`src/sv/fbc_pkg.sv`:
```
`default_nettype none

package fbc_pkg;

    // Field and register widths.
    localparam int COORD_BITS   = 24;
    localparam int COORD_FRAC   = 8;
    localparam int MATRIX_BITS  = 16;
    localparam int ENTRY_STRIDE = 16;
    localparam int CFG_BITS     = 64;
    localparam int NUM_ROWS     = 4;
    localparam int CFG_IDX_BITS = $clog2(NUM_ROWS);
    localparam int NUM_PLANES   = 6;
    localparam int NUM_AXES     = 3;

    // Derived arithmetic widths: plane coefficients are sums of two entries,
    // products are exact, and the full plane sum needs two more bits.
    localparam int COEF_BITS = MATRIX_BITS + 1;
    localparam int PROD_BITS = COEF_BITS + COORD_BITS;
    localparam int PSUM_BITS = PROD_BITS + 1;
    localparam int ACC_BITS  = PROD_BITS + 2;

    // Stream word widths, rounded up to whole bytes.
    localparam int IN_FIELDS_BITS = 6 * COORD_BITS;
    localparam int IN_TDATA_BITS  = ((IN_FIELDS_BITS + 7) / 8) * 8;
    localparam int OUT_TDATA_BITS = 8;

    // Register indexes on the configuration port.
    localparam logic [CFG_IDX_BITS-1:0] REG_ROW0 = CFG_IDX_BITS'(0);
    localparam logic [CFG_IDX_BITS-1:0] REG_ROW1 = CFG_IDX_BITS'(1);
    localparam logic [CFG_IDX_BITS-1:0] REG_ROW2 = CFG_IDX_BITS'(2);
    localparam logic [CFG_IDX_BITS-1:0] REG_ROW3 = CFG_IDX_BITS'(3);

    // Plane order.
    localparam int PL_LEFT   = 0;
    localparam int PL_RIGHT  = 1;
    localparam int PL_BOTTOM = 2;
    localparam int PL_TOP    = 3;
    localparam int PL_NEAR   = 4;
    localparam int PL_FAR    = 5;

    // Coefficient slot holding the plane offset.
    localparam int COEF_D = 3;

    // Identity matrix rows after reset.
    localparam logic [CFG_BITS-1:0] ROW0_RESET = 64'h0000_0000_0000_1000;
    localparam logic [CFG_BITS-1:0] ROW1_RESET = 64'h0000_0000_1000_0000;
    localparam logic [CFG_BITS-1:0] ROW2_RESET = 64'h0000_1000_0000_0000;
    localparam logic [CFG_BITS-1:0] ROW3_RESET = 64'h1000_0000_0000_0000;

    typedef logic [CFG_BITS-1:0]          row_t;
    typedef row_t [NUM_ROWS-1:0]          row_set_t;
    typedef logic signed [COEF_BITS-1:0]  coef_t;
    typedef coef_t [3:0]                  plane_t;
    typedef plane_t [NUM_PLANES-1:0]      plane_set_t;
    typedef logic signed [COORD_BITS-1:0] coord_t;
    typedef logic signed [PROD_BITS-1:0]  prod_t;
    typedef logic signed [PSUM_BITS-1:0]  psum_t;
    typedef logic signed [ACC_BITS-1:0]   acc_t;

    // One box as it enters the pipeline.
    typedef struct packed {
        coord_t max_z;
        coord_t max_y;
        coord_t max_x;
        coord_t min_z;
        coord_t min_y;
        coord_t min_x;
    } box_t;

    // Corner products, one per plane and axis.
    typedef struct packed {
        logic                                    box_empty;
        prod_t [NUM_PLANES-1:0][NUM_AXES-1:0]    prod;
    } prod_word_t;

    // Partial plane sums: x plus y, and z plus the scaled offset.
    typedef struct packed {
        logic                      box_empty;
        psum_t [NUM_PLANES-1:0]    sum_xy;
        psum_t [NUM_PLANES-1:0]    sum_zd;
    } sum_word_t;

    // Result word.
    typedef struct packed {
        logic box_empty;
        logic visible;
    } result_t;

endpackage

`default_nettype wire

```
`src/sv/fbc_reduce.sv`:
```
`default_nettype none

module fbc_reduce (
    input  wire logic           clk,
    input  wire logic           rst_n,
    input  wire fbc_pkg::plane_set_t planes,
    input  wire logic           in_valid,
    output logic                in_ready,
    input  wire fbc_pkg::prod_word_t in_word,
    output logic                out_valid,
    input  wire logic           out_ready,
    output fbc_pkg::result_t    out_result
);
    import fbc_pkg::*;

    sum_word_t sum_next;
    sum_word_t sum_reg;
    logic      sum_valid_reg;
    logic      sum_ready;
    result_t   res_next;
    result_t   res_reg;
    logic      res_valid_reg;
    acc_t      total;
    logic      any_fail;

    // First adder level: x plus y, and z plus the offset scaled to the
    // coordinate fraction.
    always_comb
    begin
        sum_next.box_empty = in_word.box_empty;
        for (int p = 0; p < NUM_PLANES; p++)
        begin
            sum_next.sum_xy[p] = PSUM_BITS'($signed(in_word.prod[p][0]))
                               + PSUM_BITS'($signed(in_word.prod[p][1]));
            sum_next.sum_zd[p] = PSUM_BITS'($signed(in_word.prod[p][2]))
                               + PSUM_BITS'(signed'({planes[p][COEF_D],
                                                     {COORD_FRAC{1'b0}}}));
        end
    end

    // Second adder level: a negative plane sum rejects the box.
    always_comb
    begin
        total    = '0;
        any_fail = 1'b0;
        for (int p = 0; p < NUM_PLANES; p++)
        begin
            total = ACC_BITS'($signed(sum_reg.sum_xy[p]))
                  + ACC_BITS'($signed(sum_reg.sum_zd[p]));
            if (total[ACC_BITS-1])
            begin
                any_fail = 1'b1;
            end
        end
        res_next.box_empty = sum_reg.box_empty;
        res_next.visible   = !sum_reg.box_empty && !any_fail;
    end

    assign sum_ready = !res_valid_reg || out_ready;
    assign in_ready  = !sum_valid_reg || sum_ready;

    // Stage valid bits.
    always_ff @(posedge clk or negedge rst_n)
    begin
        if (!rst_n)
        begin
            sum_valid_reg <= 1'b0;
            res_valid_reg <= 1'b0;
        end
        else
        begin
            if (in_ready)
            begin
                sum_valid_reg <= in_valid;
            end
            if (sum_ready)
            begin
                res_valid_reg <= sum_valid_reg;
            end
        end
    end

    // Stage payloads.
    always_ff @(posedge clk)
    begin
        if (in_valid && in_ready)
        begin
            sum_reg <= sum_next;
        end
        if (sum_valid_reg && sum_ready)
        begin
            res_reg <= res_next;
        end
    end

    assign out_valid  = res_valid_reg;
    assign out_result = res_reg;

endmodule

`default_nettype wire

```
`config.mk`:
```
export PLATFORM = sky130hd
export DESIGN_NAME = fbc_reduce
export DESIGN_NICKNAME = d
export VERILOG_FILES = /design/src/sv/fbc_pkg.sv /design/src/sv/fbc_reduce.sv
export SDC_FILE = /design/constraint.sdc
export NUM_CORES = 2
export LEC_CHECK = 0
export BUFFER_PORTS_ARGS = -buffer_cell sky130_fd_sc_hd__buf_2
export CAP_MARGIN = 20
export CELL_PAD_IN_SITES_DETAIL_PLACEMENT = 0
export CELL_PAD_IN_SITES_GLOBAL_PLACEMENT = 1
export CORE_AREA = 4 4 443 445
export CTS_CLUSTER_DIAMETER = 80
export DETAILED_ROUTE_END_ITERATION = 8
export DIE_AREA = 0 0 447 449
export MAX_ROUTING_LAYER = met4
export PLACE_DENSITY = 0.58
export SLEW_MARGIN = 30
export SYNTH_ARGS = -nofsm -noshare
export SYNTH_HDL_FRONTEND = slang
export SYNTH_SLANG_ARGS = --single-unit
```
`constraint.sdc`:
```
create_clock -name clk -period 25.9 [get_ports clk]
set_clock_uncertainty 0.05 [all_clocks]
set_input_delay 3.885 -clock clk [delete_from_list [all_inputs] [get_ports clk]]
set_output_delay 3.885 -clock clk [all_outputs]
set_load 0.01 [all_outputs]
```
==> qor.csv <==
metric,value,unit
"Buf+Inv Stages, Crit Path",2,
Area Overhead vs Synth,24.7,%
HPWL Detailed,127,mm
htree depth,3,
Synthesis Warnings,0,
Final Cycle Share,32.3,%
Netlist cell types,75,
Setup TNS,0,ns
Crit path largest cell delay,0.25,ns
final hold vios,0,
Crit path arrival time,4.44,ns
cell count after synthesis,4045,
Initial Utilization,21.6,%
most frequent CP cell,buf_2,
final global-route overflow total,0,
first-pass GRT wire length,217,mm
Max-Cap Viols,0,
post-synth top area share,36.7,%
Post-synth EDFFs,507,
share of cells above drive strength 1,20.5,%
CTS tree,done,
DR pass1 iterations,5,
largest net degree at the start of global routing,84,
CP top delay family,buffers and inverters,
Max Fanout on Critical Path,3,
multi-input logic area,25600,um2
sequential area share after synthesis,36.8,%
FF/Latch Area,15300,um2
slew margin rel.,32.8,%
Die Y,449,um
RSZ-0062 raised after global routing,no,
worst path cell trace,buf_2 -> nand3b_1 -> buf_2,
register bit total from synthesis,509,
"antenna viol nets, final",0,
die area,201000,um2
root buffer cell,clkbuf_16,
worst hold path type,register to register,
CP endpoint kind,output pin,
via count,34806,
CP max stage cell,nand3b_1,
Core ar.,192000,um2
Routed WL,149,mm
Worst-path clk slew,0.06,ns
outcome,completed,
gp weighted congestion,0.869,
min cycle time layout,8.37,ns
FMAX,119,MHz
count of pins over their slew limit,0,
Cells after DPL,7415,
Worst IR Drop VDD,0.0390,mV
number of flip-flops under the largest register name,504,
"Primary FF master, synth",edfxtp_1,
clk buf depth,3,
Power Dens Cells,59.1,nW/um2
worst-margin pin slew,0.998,ns
top-count cell post-synth,ha_1,
"top cells by area, synth","edfxtp_1, ha_1, a21o_1, xnor2_1, a21oi_1",
drc violations,0,
io pins,1155,
TritonCTS Buffers,79,
Syn Nets,5898,
Sink Count,509,
Via density,4.58,
Synth Cell Area,41500,um2
postcts setup bufs,0,
number of global-route vias before repair,34963,
cell accounting for the most synthesized area,edfxtp_1,
Skew-Pair Late Insertion Delay,0.68,ns
gr usage total,14.7,%
Required @ worst endpoint,21.97,ns
Die Wd,447,um
Rows,161,
antenna violations before repair,114,
drt wl/cell,19.6,um
"Setup violations, final",0,
port bufs,848,
Final nets,6824,
CTS Hold Buffers Added,0,
Async SR Flop Fraction,0.393,%
FILL cells,20497,
LEAKAGE,23.0,nW
CP Launch Type,input pin,
final std cells w/o fill,7600,
Post-CTS Resized,0,
drt first-iter violations,1585,
"Avg Cell Area, Syn",10.3,um2
Post-synth top cells,"ha_1, edfxtp_1, a21oi_1",
crit path kind,input pin to output pin,
## power breakdown
| group | leakage [nW] | total, W | switching [W] | internal [W] |
|---|---|---|---|---|
| sequential | 4.89 | 0.00109 | 0.0000332 | 0.00105 |
| combinational | 16.9 | 0.000871 | 0.000488 | 0.000383 |
| clock | 1.29 | 0.00110 | 0.000423 | 0.000675 |
## cell type report
class                   count  area share, %
multi-input cells        3360           49.4
flip-flops and latches    509           29.5
repair buffers            859           8.42
well taps                2526           6.11
clock buffers              90           3.90
clock inverters            53           1.23
inverters                 162           1.18
diodes                     41          0.198
## cells in the final DEF (no fill, tap or decap), drive strengths merged, types with 45 or more instances in the layout
cell    instances
edfxtp        507
nor2b          68
o21bai         45
o21a           70
inv           174
o21ai         238
nand3          92
ha            690
buf           859
clkbuf         90
nand2b         69
nor3           63
xor2          105
nand2         183
nand4          72
nor2          264
a21oi         402
xnor2         256
a21o          314
## kinds of logic after synthesis
group | synth area share, %
compound gates | 21.0
simple gates | 11.4
fa+ha+maj | 21.4
flops | 36.8
xor+xnor | 7.62
buf+inv | 1.59
mux | 0.148
## per-layer routing
metal / track usage [%] / part of all wire [%] / vias to the layer above
met2: 26.3 / 51 / 867
met5: - / 0 / -
met1: 16.6 / 41 / 16249
met4: 4.87 / 3.4 / 0
li1: - / - / 17414
met3: 2.32 / 4.1 / 276
## through the flow
stage | power (W) | setup WS, ns | area [um2] | hold slack [ns] | util (%)
after floorplan | 0.00171 | 9.39 | 41500 | 0.377 | -
after global placement | 0.00198 | 17.56 | 48900 | 0.412 | 25.4
after detailed placement | 0.00198 | 17.56 | 48900 | 0.422 | 25.5
after CTS | 0.00312 | 17.55 | 51600 | 0.436 | 26.8
after global routing | 0.00326 | 17.54 | 51700 | 0.451 | 26.9
final | 0.00306 | 17.53 | 51700 | 0.436 | 26.9
## worst register-to-register path: stages (launching register included)
cell and delay, ns:
edfxtp_1 0.37, ha_1 0.29, a31o_2 0.25, a21o_1 0.17, a21o_1 0.18, a21o_1 0.17, a21oi_1 0.19, o21ai_0 0.19
a31oi_1 0.39, o31ai_1 0.22, a211o_1 0.31, mux2i_1 0.70, nor4_1 0.26
## worst paths after layout
path / start / to / cells past startpoint / slack (ns)
max: out_ready / in_ready / 3 / 17.53
min: sum_valid_reg$_DFFE_PN0N_ / out_valid$_DFFE_PN0P_ / 1 / 0.44
max reg2reg: sum_reg[43]$_DFFE_PP_ / out_result[0]$_DFFE_PP_ / 12 / 21.86
min reg2reg: sum_valid_reg$_DFFE_PN0N_ / out_valid$_DFFE_PN0P_ / 1 / 0.44
max in group asynchronous: rst_n / out_valid$_DFFE_PN0P_ / 1 / 22.77
min in group asynchronous: rst_n / sum_valid_reg$_DFFE_PN0N_ / 1 / 2.93
(Power assumes the default switching activity.)
