$ cat config.mk
export PLATFORM = sky130hd
export DESIGN_NAME = fbc_cfg
export DESIGN_NICKNAME = d
export VERILOG_FILES = /design/src/sv/fbc_pkg.sv /design/src/sv/fbc_cfg.sv
export SDC_FILE = /design/constraint.sdc
export NUM_CORES = 1
export LEC_CHECK = 0
export CORE_MARGIN = 4
export CORE_UTILIZATION = 50
export CTS_BUF_LIST = sky130_fd_sc_hd__clkbuf_16
export CTS_CLUSTER_DIAMETER = 80
export CTS_CLUSTER_SIZE = 40
export DETAILED_ROUTE_END_ITERATION = 8
export DONT_BUFFER_PORTS = 1
export GPL_TIMING_DRIVEN = 0
export MAX_ROUTING_LAYER = met4
export SETUP_SLACK_MARGIN = 0.1
export SLEW_MARGIN = 10
export SYNTH_ARGS = -nofsm -noshare
export SYNTH_HDL_FRONTEND = slang
export SYNTH_SLANG_ARGS = --single-unit
$ cat constraint.sdc
create_clock -name clk -period 3.4 [get_ports clk]
set_clock_uncertainty 0.2 [all_clocks]
set_input_delay 0.17 -clock clk [delete_from_list [all_inputs] [get_ports clk]]
set_output_delay 0.17 -clock clk [all_outputs]
set_load 0.05 [all_outputs]
$ cat src/sv/fbc_pkg.sv
`default_nettype none

package fbc_pkg;

    // Field and register widths.
    localparam int COORD_BITS   = 24;
    localparam int COORD_FRAC   = 8;
    localparam int MATRIX_BITS  = 16;
    localparam int ENTRY_STRIDE = 16;
    localparam int CFG_BITS     = 64;
    localparam int NUM_ROWS     = 4;
    localparam int CFG_IDX_BITS = $clog2(NUM_ROWS);
    localparam int NUM_PLANES   = 6;
    localparam int NUM_AXES     = 3;

    // Derived arithmetic widths: plane coefficients are sums of two entries,
    // products are exact, and the full plane sum needs two more bits.
    localparam int COEF_BITS = MATRIX_BITS + 1;
    localparam int PROD_BITS = COEF_BITS + COORD_BITS;
    localparam int PSUM_BITS = PROD_BITS + 1;
    localparam int ACC_BITS  = PROD_BITS + 2;

    // Stream word widths, rounded up to whole bytes.
    localparam int IN_FIELDS_BITS = 6 * COORD_BITS;
    localparam int IN_TDATA_BITS  = ((IN_FIELDS_BITS + 7) / 8) * 8;
    localparam int OUT_TDATA_BITS = 8;

    // Register indexes on the configuration port.
    localparam logic [CFG_IDX_BITS-1:0] REG_ROW0 = CFG_IDX_BITS'(0);
    localparam logic [CFG_IDX_BITS-1:0] REG_ROW1 = CFG_IDX_BITS'(1);
    localparam logic [CFG_IDX_BITS-1:0] REG_ROW2 = CFG_IDX_BITS'(2);
    localparam logic [CFG_IDX_BITS-1:0] REG_ROW3 = CFG_IDX_BITS'(3);

    // Plane order.
    localparam int PL_LEFT   = 0;
    localparam int PL_RIGHT  = 1;
    localparam int PL_BOTTOM = 2;
    localparam int PL_TOP    = 3;
    localparam int PL_NEAR   = 4;
    localparam int PL_FAR    = 5;

    // Coefficient slot holding the plane offset.
    localparam int COEF_D = 3;

    // Identity matrix rows after reset.
    localparam logic [CFG_BITS-1:0] ROW0_RESET = 64'h0000_0000_0000_1000;
    localparam logic [CFG_BITS-1:0] ROW1_RESET = 64'h0000_0000_1000_0000;
    localparam logic [CFG_BITS-1:0] ROW2_RESET = 64'h0000_1000_0000_0000;
    localparam logic [CFG_BITS-1:0] ROW3_RESET = 64'h1000_0000_0000_0000;

    typedef logic [CFG_BITS-1:0]          row_t;
    typedef row_t [NUM_ROWS-1:0]          row_set_t;
    typedef logic signed [COEF_BITS-1:0]  coef_t;
    typedef coef_t [3:0]                  plane_t;
    typedef plane_t [NUM_PLANES-1:0]      plane_set_t;
    typedef logic signed [COORD_BITS-1:0] coord_t;
    typedef logic signed [PROD_BITS-1:0]  prod_t;
    typedef logic signed [PSUM_BITS-1:0]  psum_t;
    typedef logic signed [ACC_BITS-1:0]   acc_t;

    // One box as it enters the pipeline.
    typedef struct packed {
        coord_t max_z;
        coord_t max_y;
        coord_t max_x;
        coord_t min_z;
        coord_t min_y;
        coord_t min_x;
    } box_t;

    // Corner products, one per plane and axis.
    typedef struct packed {
        logic                                    box_empty;
        prod_t [NUM_PLANES-1:0][NUM_AXES-1:0]    prod;
    } prod_word_t;

    // Partial plane sums: x plus y, and z plus the scaled offset.
    typedef struct packed {
        logic                      box_empty;
        psum_t [NUM_PLANES-1:0]    sum_xy;
        psum_t [NUM_PLANES-1:0]    sum_zd;
    } sum_word_t;

    // Result word.
    typedef struct packed {
        logic box_empty;
        logic visible;
    } result_t;

endpackage

`default_nettype wire

$ cat src/sv/fbc_cfg.sv
`default_nettype none

module fbc_cfg (
    input  wire logic                             clk,
    input  wire logic                             rst_n,
    input  wire logic                             cfg_we,
    input  wire logic [fbc_pkg::CFG_IDX_BITS-1:0] cfg_index,
    input  wire logic [fbc_pkg::CFG_BITS-1:0]     cfg_data,
    output fbc_pkg::plane_set_t                   planes
);
    import fbc_pkg::*;

    row_set_t   rows_reg;
    row_set_t   rows_next;
    plane_set_t planes_reg;

    // Extract one signed matrix entry and widen it to coefficient width.
    function automatic coef_t entry(input row_t row, input int col);
        coef_t e;
        e = COEF_BITS'(signed'(row[ENTRY_STRIDE*col +: MATRIX_BITS]));
        return e;
    endfunction

    // Form the six clip planes from the matrix rows.
    function automatic plane_set_t derive_planes(input row_set_t r);
        plane_set_t p;
        for (int j = 0; j < 4; j++)
        begin
            p[PL_LEFT][j]   = entry(r[3], j) + entry(r[0], j);
            p[PL_RIGHT][j]  = entry(r[3], j) - entry(r[0], j);
            p[PL_BOTTOM][j] = entry(r[3], j) + entry(r[1], j);
            p[PL_TOP][j]    = entry(r[3], j) - entry(r[1], j);
            p[PL_NEAR][j]   = entry(r[2], j);
            p[PL_FAR][j]    = entry(r[3], j) - entry(r[2], j);
        end
        return p;
    endfunction

    // Register write decode.
    always_comb
    begin
        rows_next = rows_reg;
        if (cfg_we)
        begin
            unique case (cfg_index)
                REG_ROW0: rows_next[0] = cfg_data;
                REG_ROW1: rows_next[1] = cfg_data;
                REG_ROW2: rows_next[2] = cfg_data;
                REG_ROW3: rows_next[3] = cfg_data;
                default:  rows_next = rows_reg;
            endcase
        end
    end

    // Matrix rows, and the planes derived from them in the following cycle.
    always_ff @(posedge clk or negedge rst_n)
    begin
        if (!rst_n)
        begin
            rows_reg   <= {ROW3_RESET, ROW2_RESET, ROW1_RESET, ROW0_RESET};
            planes_reg <= derive_planes({ROW3_RESET, ROW2_RESET, ROW1_RESET, ROW0_RESET});
        end
        else
        begin
            rows_reg   <= rows_next;
            planes_reg <= derive_planes(rows_reg);
        end
    end

    assign planes = planes_reg;

endmodule

`default_nettype wire

==> flow_summary.toml, run 1 <==
[floorplan]
core_area_sq_um = 69200
ios = 477
die_x_um = 273
row_count = 96
die_height_um = 273
initial_core_util_pct = 50.8
die-area_sq_um = 74600

[drt]
drt_pre_antenna_iters = 5
ant_nets = 0
wire_per_inst_um = 22.3
routed_via_density = 5.62
vias = 24800
wl_mm = 98.4
drtIter0Drc = 1661
drc = 0

[timing]
post-route-min-period_ns = 3.14
finalMaxSlewViolations = 257
period_share_pct = 92.5
final_hold_viol_count = 642
finalSetupViolCount = 0
fmax_mhz = 318
whs_ns = -0.948
fin_setup_tns_ns = 0
rsz0062_at_grt = "no"
worst_slew_pin_slew_ns = 2.18
slew_headroom_pct = -45.2

[global_routing]
grtUsageMet3_pct = 6.12
grtUsageMet1_pct = 32.9
top_usage_layer = "met2"
antenna_found_initial = 7
first_global_vias = 24800
grt_overflow = 0
grt_max_degree = 653
grtUsageMet2_pct = 44.1
grt_pass1_wl_mm = 149
grt_use_total_pct = 26.5

[yosys]
syn_area_per_cell_sq_um = 10.5
synth-seq-cells = 652
netlist_instances = 3343
yosysSeqAreaShare_pct = 46.5
syn_nets = 3752
synth_edf_count = 0
synth_top_area_share_pct = 44.5
yosysWarnings = 0
post-synth-top-area-cell = "dfrtp_1"
synth-async-reset-ratio_pct = 100
synth_area_leaders = "dfrtp_1, ha_1, mux2_2, xnor2_1, inv_1"
synth_area_sq_um = 35200
synth_cell_types = 93
synthFlopType = "dfrtp_1"

[run]
drv_cap = 0

[critical_path]
crit_path_start_kind = "register"
rrSetupSlack_ns = 0.26
worst_path_largest_cell_delay_ns = 0.56
worstReg2RegStart = "rows_reg[192]"
worstPathArrival_ns = 3.44
ff2ff_path_depth = 10
cp_cell_sequence = "inv_1, ha_1, fa_1, nor2b_1, o31a_2, o21ai_1, o2bb2ai_1, o41ai_2, a211oi_1, mux2_2"
critical_path.slowest_cell = "o41ai_2"
crit_required_ns = 3.69
worstSetupEndpointType = "register"
cp_max_fo = 4
r2r-end = "planes[220]"
worst-setup-path-type = "reg -> reg"

[power]
p_leak_nw = 17.5
switching_share_pct = 53.1
fin_total_pwr_mw = 38.2
vdd_ir_drop_max_uv = 639
p_clk_share_pct = 14.1
combinationalPowerShare_pct = 32.0
seq_power_share_pct = 53.9
intPower_mw = 17.9
switchingPower_mw = 20.3
powerDensity_nw_per_um2 = 994

[place]
hpwl_mm = 75.3
gp_congestion = 0.939
dpl_cell_area_sq_um = 36300
io_buffers = 0

[run_status]
status = "finished, violations left"
violations = "hold timing, slew limit"

[clock_network]
root_buffer = "clkbuf_16"
cts_tree = "done"
h-tree-depth = 2
cts_buffers = 38
insertion_delay_ns = 0.61
holdBufCountCts = 68
cts_buffer_depth = 3
clkTransAtPathRegs_ns = 0.10
clock_sinks = 652
cts_setup_buffers = 0

[cells_and_area]
post-route-cell-area_sq_um = 38400
fin_nets = 3861
largest_register_ffs = 396
area_growth_syn_to_layout_pct = 9.21
drive_gt1_share_pct = 10.7

[worst_hold_path]
hold_class = "in -> async"
-- placed cells by master, fill, tap and decap left out, drive strengths merged, types with 18 or more instances in the layout --
cell	instances
o21bai	41
dfrtp	625
xor2	37
buf	45
inv	350
o21a	39
o21ai	174
a21oi	206
a211oi	27
or3	30
xnor2	193
a21o	52
nor4	25
dlygate4sd3	68
clkbuf	127
fa	20
nor2b	58
ha	320
nand2b	45
nor2	216
mux2	197
nand3	44
clkinv	18
nand2	135
nor3	89
dfstp	27
a31oi	30
-- power by group through the flow --
stage	clock, mW	sequential [mW]	combinational, mW
floorplan	0	19.5	9.23
global placement	0	20.8	11.8
detailed placement	0	20.8	12.0
CTS	5.54	20.6	12.2
global route	5.85	20.8	13.5
finish	5.39	20.6	12.2
-- stage by stage --
step / setup WS, ns / util, % / cells / hold WS, ns
2_1_floorplan: 0.744 / - / 3343 / -0.326
3_3_place_gp: -0.198 / 52.5 / 4274 / -0.311
3_5_place_dp: 0.154 / 52.5 / 4275 / -0.309
4_1_cts: 0.111 / 55.5 / 4413 / -0.977
5_1_grt: 0.104 / 55.5 / 4420 / -0.986
6_report: 0.255 / 55.5 / 4420 / -0.948
-- cell families (layout without fill, tap and decap cells) --
family	after synthesis	in the layout	share of synthesized area [%]
other cells	0	7	0
compound gates	737	737	13.7
buf+inv	471	610	5.29
xor+xnor	230	230	5.73
simple gates	710	710	9.81
fa+ha+maj	340	340	12.5
mux	203	203	6.48
flops	652	652	46.5
-- cell usage after synthesis, types with 8 or more instances --
cell type  number
a31oi_1        29
o21ai_0       159
a2111oi_0      10
o211ai_1       13
xnor2_1       193
o21bai_1       41
xor2_1         37
nand3_1        44
buf_2          24
o31ai_1        12
a21o_1         52
o311ai_0        9
ha_1          320
buf_4          15
dfstp_2        27
clkbuf_1       89
a21oi_1       202
nor2_1        216
o21a_1         39
dfrtp_1       625
and2_1          8
mux2_2        197
o22ai_1         8
nand2_1       135
and3_1         11
nand4_1        17
nor3_1         89
o21ai_1        14
fa_1           20
o31a_1         10
nor2b_1        58
nor4_1         24
inv_1         334
a211o_1        11
nand2b_1       45
a211oi_1       26
or3_1          30
-- final cells by class --
cell class,instances,area (sq um)
diodes,7,17.5
plain buffers,133,594
clock buffers,38,951
clock inverters,32,395
fillers,6187,30800
inverters,338,1270
multi-input cells,2220,17000
flip-flops and latches,652,16400
well taps,931,1160
repair buffers,69,688
-- per-layer routing --
layer | vias up | share of wire (%)
met2 | 645 | 49
met4 | 0 | 2.7
met3 | 126 | 6.6
met1 | 12400 | 42
li1 | 11700 | -
met5 | - | 0
-- what timing repair did --
item                       4_1_cts  5_1_grt
hold endpoints to repair       908      652
setup endpoints to repair        0        8
resized for setup                0        6
-- critical path: cells and delay by family, from the launching register on --
family / cells / cell delay [ns]
simple gates: 1 / 0.17
compound gates: 5 / 1.20
fa+ha+maj: 2 / 0.63
flops: 1 / 0.41
mux: 1 / 0.29
buf+inv: 1 / 0.12
-- how the worst max path moves through the flow --
stage                   from            to  slack, ns  depth (start not counted)
6_report       rows_reg[192]   planes[220]       0.26                         10
5_1_grt        rows_reg[192]   planes[220]       0.10                         10
4_1_cts        rows_reg[193]   planes[220]       0.11                          9
3_5_place_dp   rows_reg[193]   planes[220]       0.15                          9
3_3_place_gp    cfg_index[1]  rows_reg[47]      -0.20                          5
2_1_floorplan  rows_reg[193]   planes[220]       0.74                          9
Note: power is estimated with default switching activity, not from simulation.
==> inputs of run 2 (changes only) <==
--- a/config.mk
+++ b/config.mk
@@ -5,6 +5,7 @@
 export SDC_FILE = /design/constraint.sdc
 export NUM_CORES = 1
 export LEC_CHECK = 0
+export ABC_AREA = 1
 export CORE_MARGIN = 4
 export CORE_UTILIZATION = 50
 export CTS_BUF_LIST = sky130_fd_sc_hd__clkbuf_16
==> run 2 against run 1 <==
The run still ends with hold timing, slew limit left. Sequential power shrank 3%. Flip-flop and latch count is the same. Global-route usage increased by 1.8 points. Critical endpoint is now planes[382]. Largest cell class unchanged.
==> flow_summary.toml, run 2 <==
[yosys]
synth_commonest_cells = "nand2_1, inv_1, dfrtp_1"
post-synth-top-area-cell = "dfrtp_1"
yosysMostFrequentCell = "nand2_1"
synth-seq-cells = 652
synth_edf_count = 0
synthFlopType = "dfrtp_1"
synth_area_leaders = "dfrtp_1, nand2_1, ha_1, inv_1, nand3_1"
netlist_instances = 5368
yosysSeqAreaShare_pct = 41.3
syn_nets = 5777
yosysWarnings = 0
syn_area_per_cell_sq_um = 7.38
synth_area_sq_um = 39600
synth_cell_types = 30
synth_top_area_share_pct = 39.5
synth-async-reset-ratio_pct = 100

[cells_and_area]
fin_nets = 5887
area_growth_syn_to_layout_pct = 9.14
largest_register_ffs = 396
drive_gt1_share_pct = 6.52
nFillCells = 7558
final_cell_mix = "nand2_1, inv_1, dfrtp_1"
final_common_cell = "nand2_1"

[critical_path]
crit_start = "rows_reg[225]"
critical_path.slowest_cell = "dfrtp_1"
rrSetupSlack_ns = 0.61
cp_max_fo = 9
crit_path_start_kind = "register"
r2r-end = "planes[382]"
cp_cell_sequence = "inv_1, fa_1, inv_1, nand3_1, nand3_1, nand2_1, nand2_1, xor2_1"
worst-setup-path-type = "reg -> reg"
worstSetupEndpointType = "register"
crit_required_ns = 3.67
ff2ff_path_depth = 8
cp_top_family = "flip-flops"
worstReg2RegStart = "rows_reg[225]"
worstPathArrival_ns = 3.06
crit_buf_inv = 2
worst_path_largest_cell_delay_ns = 0.75

[run]
drv_cap = 0

[timing]
worst_slew_pin_slew_ns = 4.07
final_hold_viol_count = 613
finalSetupViolCount = 0
whs_ns = -0.945
finalMaxSlewViolations = 501
fin_setup_tns_ns = 0
rsz0062_at_grt = "no"
post-route-min-period_ns = 2.79
fmax_mhz = 358
slew_headroom_pct = -171
period_share_pct = 82.1

[floorplan]
ios = 477
die_x_um = 289
core_area_sq_um = 78000
row_count = 102
initial_core_util_pct = 50.8
die_height_um = 289
die-area_sq_um = 83800

[drt]
drc = 0
wire_per_inst_um = 17.7
ant_nets = 0
routed_via_density = 4.93
drtIter0Drc = 2184
vias = 32300
drt_pre_antenna_iters = 5
wl_mm = 116

[clock_network]
cts_buffer_depth = 3
holdBufCountCts = 69
ctsResizeCount = 0
root_buffer = "clkbuf_16"
cts_buffers = 39
clock_sinks = 652
h-tree-depth = 2
cts_tree = "done"
insertion_delay_ns = 0.62
clkTransAtPathRegs_ns = 0.12
cts_setup_buffers = 0

[global_routing]
grt_overflow = 0
first_global_vias = 30800
grt_pass1_wl_mm = 178
antenna_found_initial = 8
grt_use_total_pct = 28.2
grt_max_degree = 653

[place]
io_buffers = 0
hpwl_mm = 91.0
gp_congestion = 0.953

[run_status]
violations = "hold timing, slew limit"
status = "finished, violations left"

[power]
vdd_ir_drop_max_uv = 727
fin_total_pwr_mw = 37.7
p_leak_nw = 25.2
powerDensity_nw_per_um2 = 872

[worst_hold_path]
hold_class = "in -> async"
==> run 2: cell count changes in the layout (fill, tap and decap cells not counted), sizes merged, moves of 59 or more <==
cell | before | now
nand2 | 135 | 1959
inv | 350 | 1088
nand3 | 44 | 272
mux2 | 197 | 0
xnor2 | 193 | 29
o21ai | 174 | 256
buf | 45 | 126
xor2 | 37 | 111
clkbuf | 127 | 68
==> run 2: stage by stage <==
stage | util (%) | instances | hold slack [ns] | instance area (sq um) | setup slack [ns]
6_report | 55.4 | 6553 | -0.945 | 43200 | 0.607
3_3_place_gp | 52.5 | 6408 | -0.312 | 40900 | 0.616
3_5_place_dp | 52.5 | 6408 | -0.309 | 40900 | 0.608
2_1_floorplan | - | 5368 | -0.326 | 39600 | 1.35
5_1_grt | 55.4 | 6553 | -0.985 | 43200 | 0.415
4_1_cts | 55.4 | 6548 | -0.987 | 43200 | 0.588
==> run 2: power by group <==
part / internal, mW / switching (mW)
clock: 2.54 / 3.31
combinational: 3.98 / 7.97
sequential: 10.3 / 9.62
==> run 2: routing by layer <==
layer	GRT usage, %	vias to the layer above	part of all wire [%]
li1	-	16300	-
met1	36.3	15100	43
met2	45.2	807	46
met3	7.39	129	8.2
met4	6.20	0	2.3
met5	-	-	0
==> run 2: logic make-up after synthesis <==
family          Yosys count  synth area share [%]
buf+inv                1233                  12.6
xor+xnor                140                  3.10
flops                   652                  41.3
fa+ha+maj               340                  11.1
simple gates           2572                  26.2
compound gates          431                  5.70
==> run 2: worst max path at each step <==
stage | endpoint | cells past startpoint
2_1_floorplan | planes[371] | 10
3_3_place_gp | planes[112] | 10
3_5_place_dp | planes[112] | 10
4_1_cts | planes[382] | 8
5_1_grt | planes[382] | 8
6_report | planes[382] | 8
==> run 2: layout make-up <==
| cell class | count | area, sq um | share of cell area (%) |
|---|---|---|---|
| clock buffers | 41 | 1030 | 2.37 |
| flip-flops and latches | 652 | 16300 | 37.8 |
| well taps | 1040 | 1300 | 3.01 |
| diodes | 5 | 12.5 | 0.0289 |
| inverters | 1080 | 4050 | 9.38 |
| multi-input cells | 3483 | 18300 | 42.3 |
| clock inverters | 30 | 592 | 1.37 |
| repair buffers | 69 | 691 | 1.60 |
| plain buffers | 153 | 938 | 2.17 |
==> inputs of run 3 (changes only) <==
==> constraint.sdc (replaced) <==
create_clock -name clk -period 2.86 [get_ports clk]
set_clock_uncertainty 0.2 [all_clocks]
set_input_delay 0.143 -clock clk [delete_from_list [all_inputs] [get_ports clk]]
set_output_delay 0.143 -clock clk [all_outputs]
set_load 0.05 [all_outputs]
==> run 3 against run 2 <==
The flow still finishes with violations (hold timing, slew limit). Critical path depth is 8 lower. Worst setup slack worse by 0.58 ns. Global-route usage stayed put. Cell area hardly changed. Core utilization hardly changed. Combinational power is 19% higher.
==> flow_summary.toml, run 3 (synthesis results as in run 2) <==
[drt]
vias = 32400
wl_mm = 116
wire_per_inst_um = 17.7
routed_via_density = 4.94
drt_pre_antenna_iters = 6
ant_nets = 0
drtIter0Drc = 2177
drc = 0

[run_status]
violations = "hold timing, slew limit"
status = "finished, violations left"

[global_routing]
grt_use_total_pct = 28.2
grt_overflow = 0
antenna_found_initial = 8
grt_max_degree = 653
first_global_vias = 30800
grt_pass1_wl_mm = 178

[place]
gp_congestion = 0.953
io_buffers = 0
hpwl_mm = 91.0

[clock_network]
cts_tree = "done"
h-tree-depth = 2
clock_sinks = 652
insertion_delay_ns = 0.62
clkTransAtPathRegs_ns = 0.13
root_buffer = "clkbuf_16"
cts_buffers = 39
holdBufCountCts = 69
cts_buffer_depth = 3

[floorplan]
die-area_sq_um = 83800
die_height_um = 289
ios = 477
initial_core_util_pct = 50.8
core_area_sq_um = 78000
die_x_um = 289
row_count = 102

[timing]
fmax_mhz = 353
post-route-min-period_ns = 2.83
whs_ns = -0.973
finalMaxSlewViolations = 506
period_share_pct = 99.1
rsz0062_at_grt = "no"
final_hold_viol_count = 619
fin_setup_tns_ns = 0
worst_slew_pin_slew_ns = 4.16
slew_headroom_pct = -177
finalSetupViolCount = 0

[cells_and_area]
final_common_cell = "nand2_1"
area_growth_syn_to_layout_pct = 9.17
largest_register_ffs = 396
postLayoutCoreUtil_pct = 55.5
final_cell_mix = "nand2_1, inv_1, dfrtp_1"
fin_nets = 5887
drive_gt1_share_pct = 6.59

[critical_path]
worst-setup-path-type = "in -> async"
worstSetupEndpointType = "async pin"
worstPathArrival_ns = 2.15
crit_path_start_kind = "input port"
crit_required_ns = 2.18
rrSetupSlack_ns = 0.32
cp_max_fo = 652

[worst_hold_path]
hold_class = "in -> async"

[power]
powerDensity_nw_per_um2 = 1040
vdd_ir_drop_max_uv = 867
p_leak_nw = 25.2

[run]
drv_cap = 0
[run 3: worst paths after layout]
kind / startpoint / to / depth (start not counted)
setup / recovery: rst_n / rows_reg[209] / 0
hold / removal: rst_n / planes[144] / 0
setup reg to reg: rows_reg[209] / planes[367] / 10
hold reg to reg: rows_reg[172] / planes[318] / 0
max in group clk: rows_reg[209] / planes[367] / 10
min in group clk: cfg_we / rows_reg[172] / 5
[run 3: area by class of cell]
class	count	area (sq um)
clock buffers	41	1030
plain buffers	153	938
well taps	1040	1300
multi-input cells	3483	18300
fillers	7553	34700
flip-flops and latches	652	16400
diodes	5	12.5
repair buffers	69	691
inverters	1080	4050
clock inverters	30	592
[run 3: timing repair]
action | CTS | global route
endpoints found under the setup margin | 7 | 6
buffers inserted | 0 | 0
endpoints found under the hold margin | 908 | 652
pin swaps | 0 | 0
gates resized for setup | 1 | 3
[run 3: stage by stage]
step	power (mW)	hold WS (ns)	instances	setup slack [ns]	cell area, sq um
2_1_floorplan	33.0	-0.353	5368	0.812	39600
4_1_cts	45.1	-1.01	6548	0.139	43200
3_3_place_gp	37.8	-0.339	6408	0.0762	40900
6_report	44.9	-0.973	6553	0.0266	43200
3_5_place_dp	37.9	-0.336	6408	0.0680	40900
5_1_grt	47.7	-1.01	6553	0.124	43200
[run 3: layer usage]
| metal | global-route usage, % | share of wire [%] | routed length, um | up-vias |
|---|---|---|---|---|
| met4 | 6.20 | 2.3 | 2700 | 0 |
| li1 | - | - | - | 16300 |
| met3 | 7.39 | 8.2 | 9560 | 130 |
| met2 | 45.2 | 46 | 53500 | 830 |
| met1 | 36.3 | 43 | 50200 | 15100 |
| met5 | - | 0 | 0 | - |
[run 3: report_power, final]
part           internal [mW]  leakage (nW)  total, mW  switching [mW]
clock                   3.02         0.752       6.96            3.94
sequential              12.3          7.88       23.7            11.4
combinational           4.73          16.6       14.2            9.48
total                   20.0          25.2       44.9            24.8
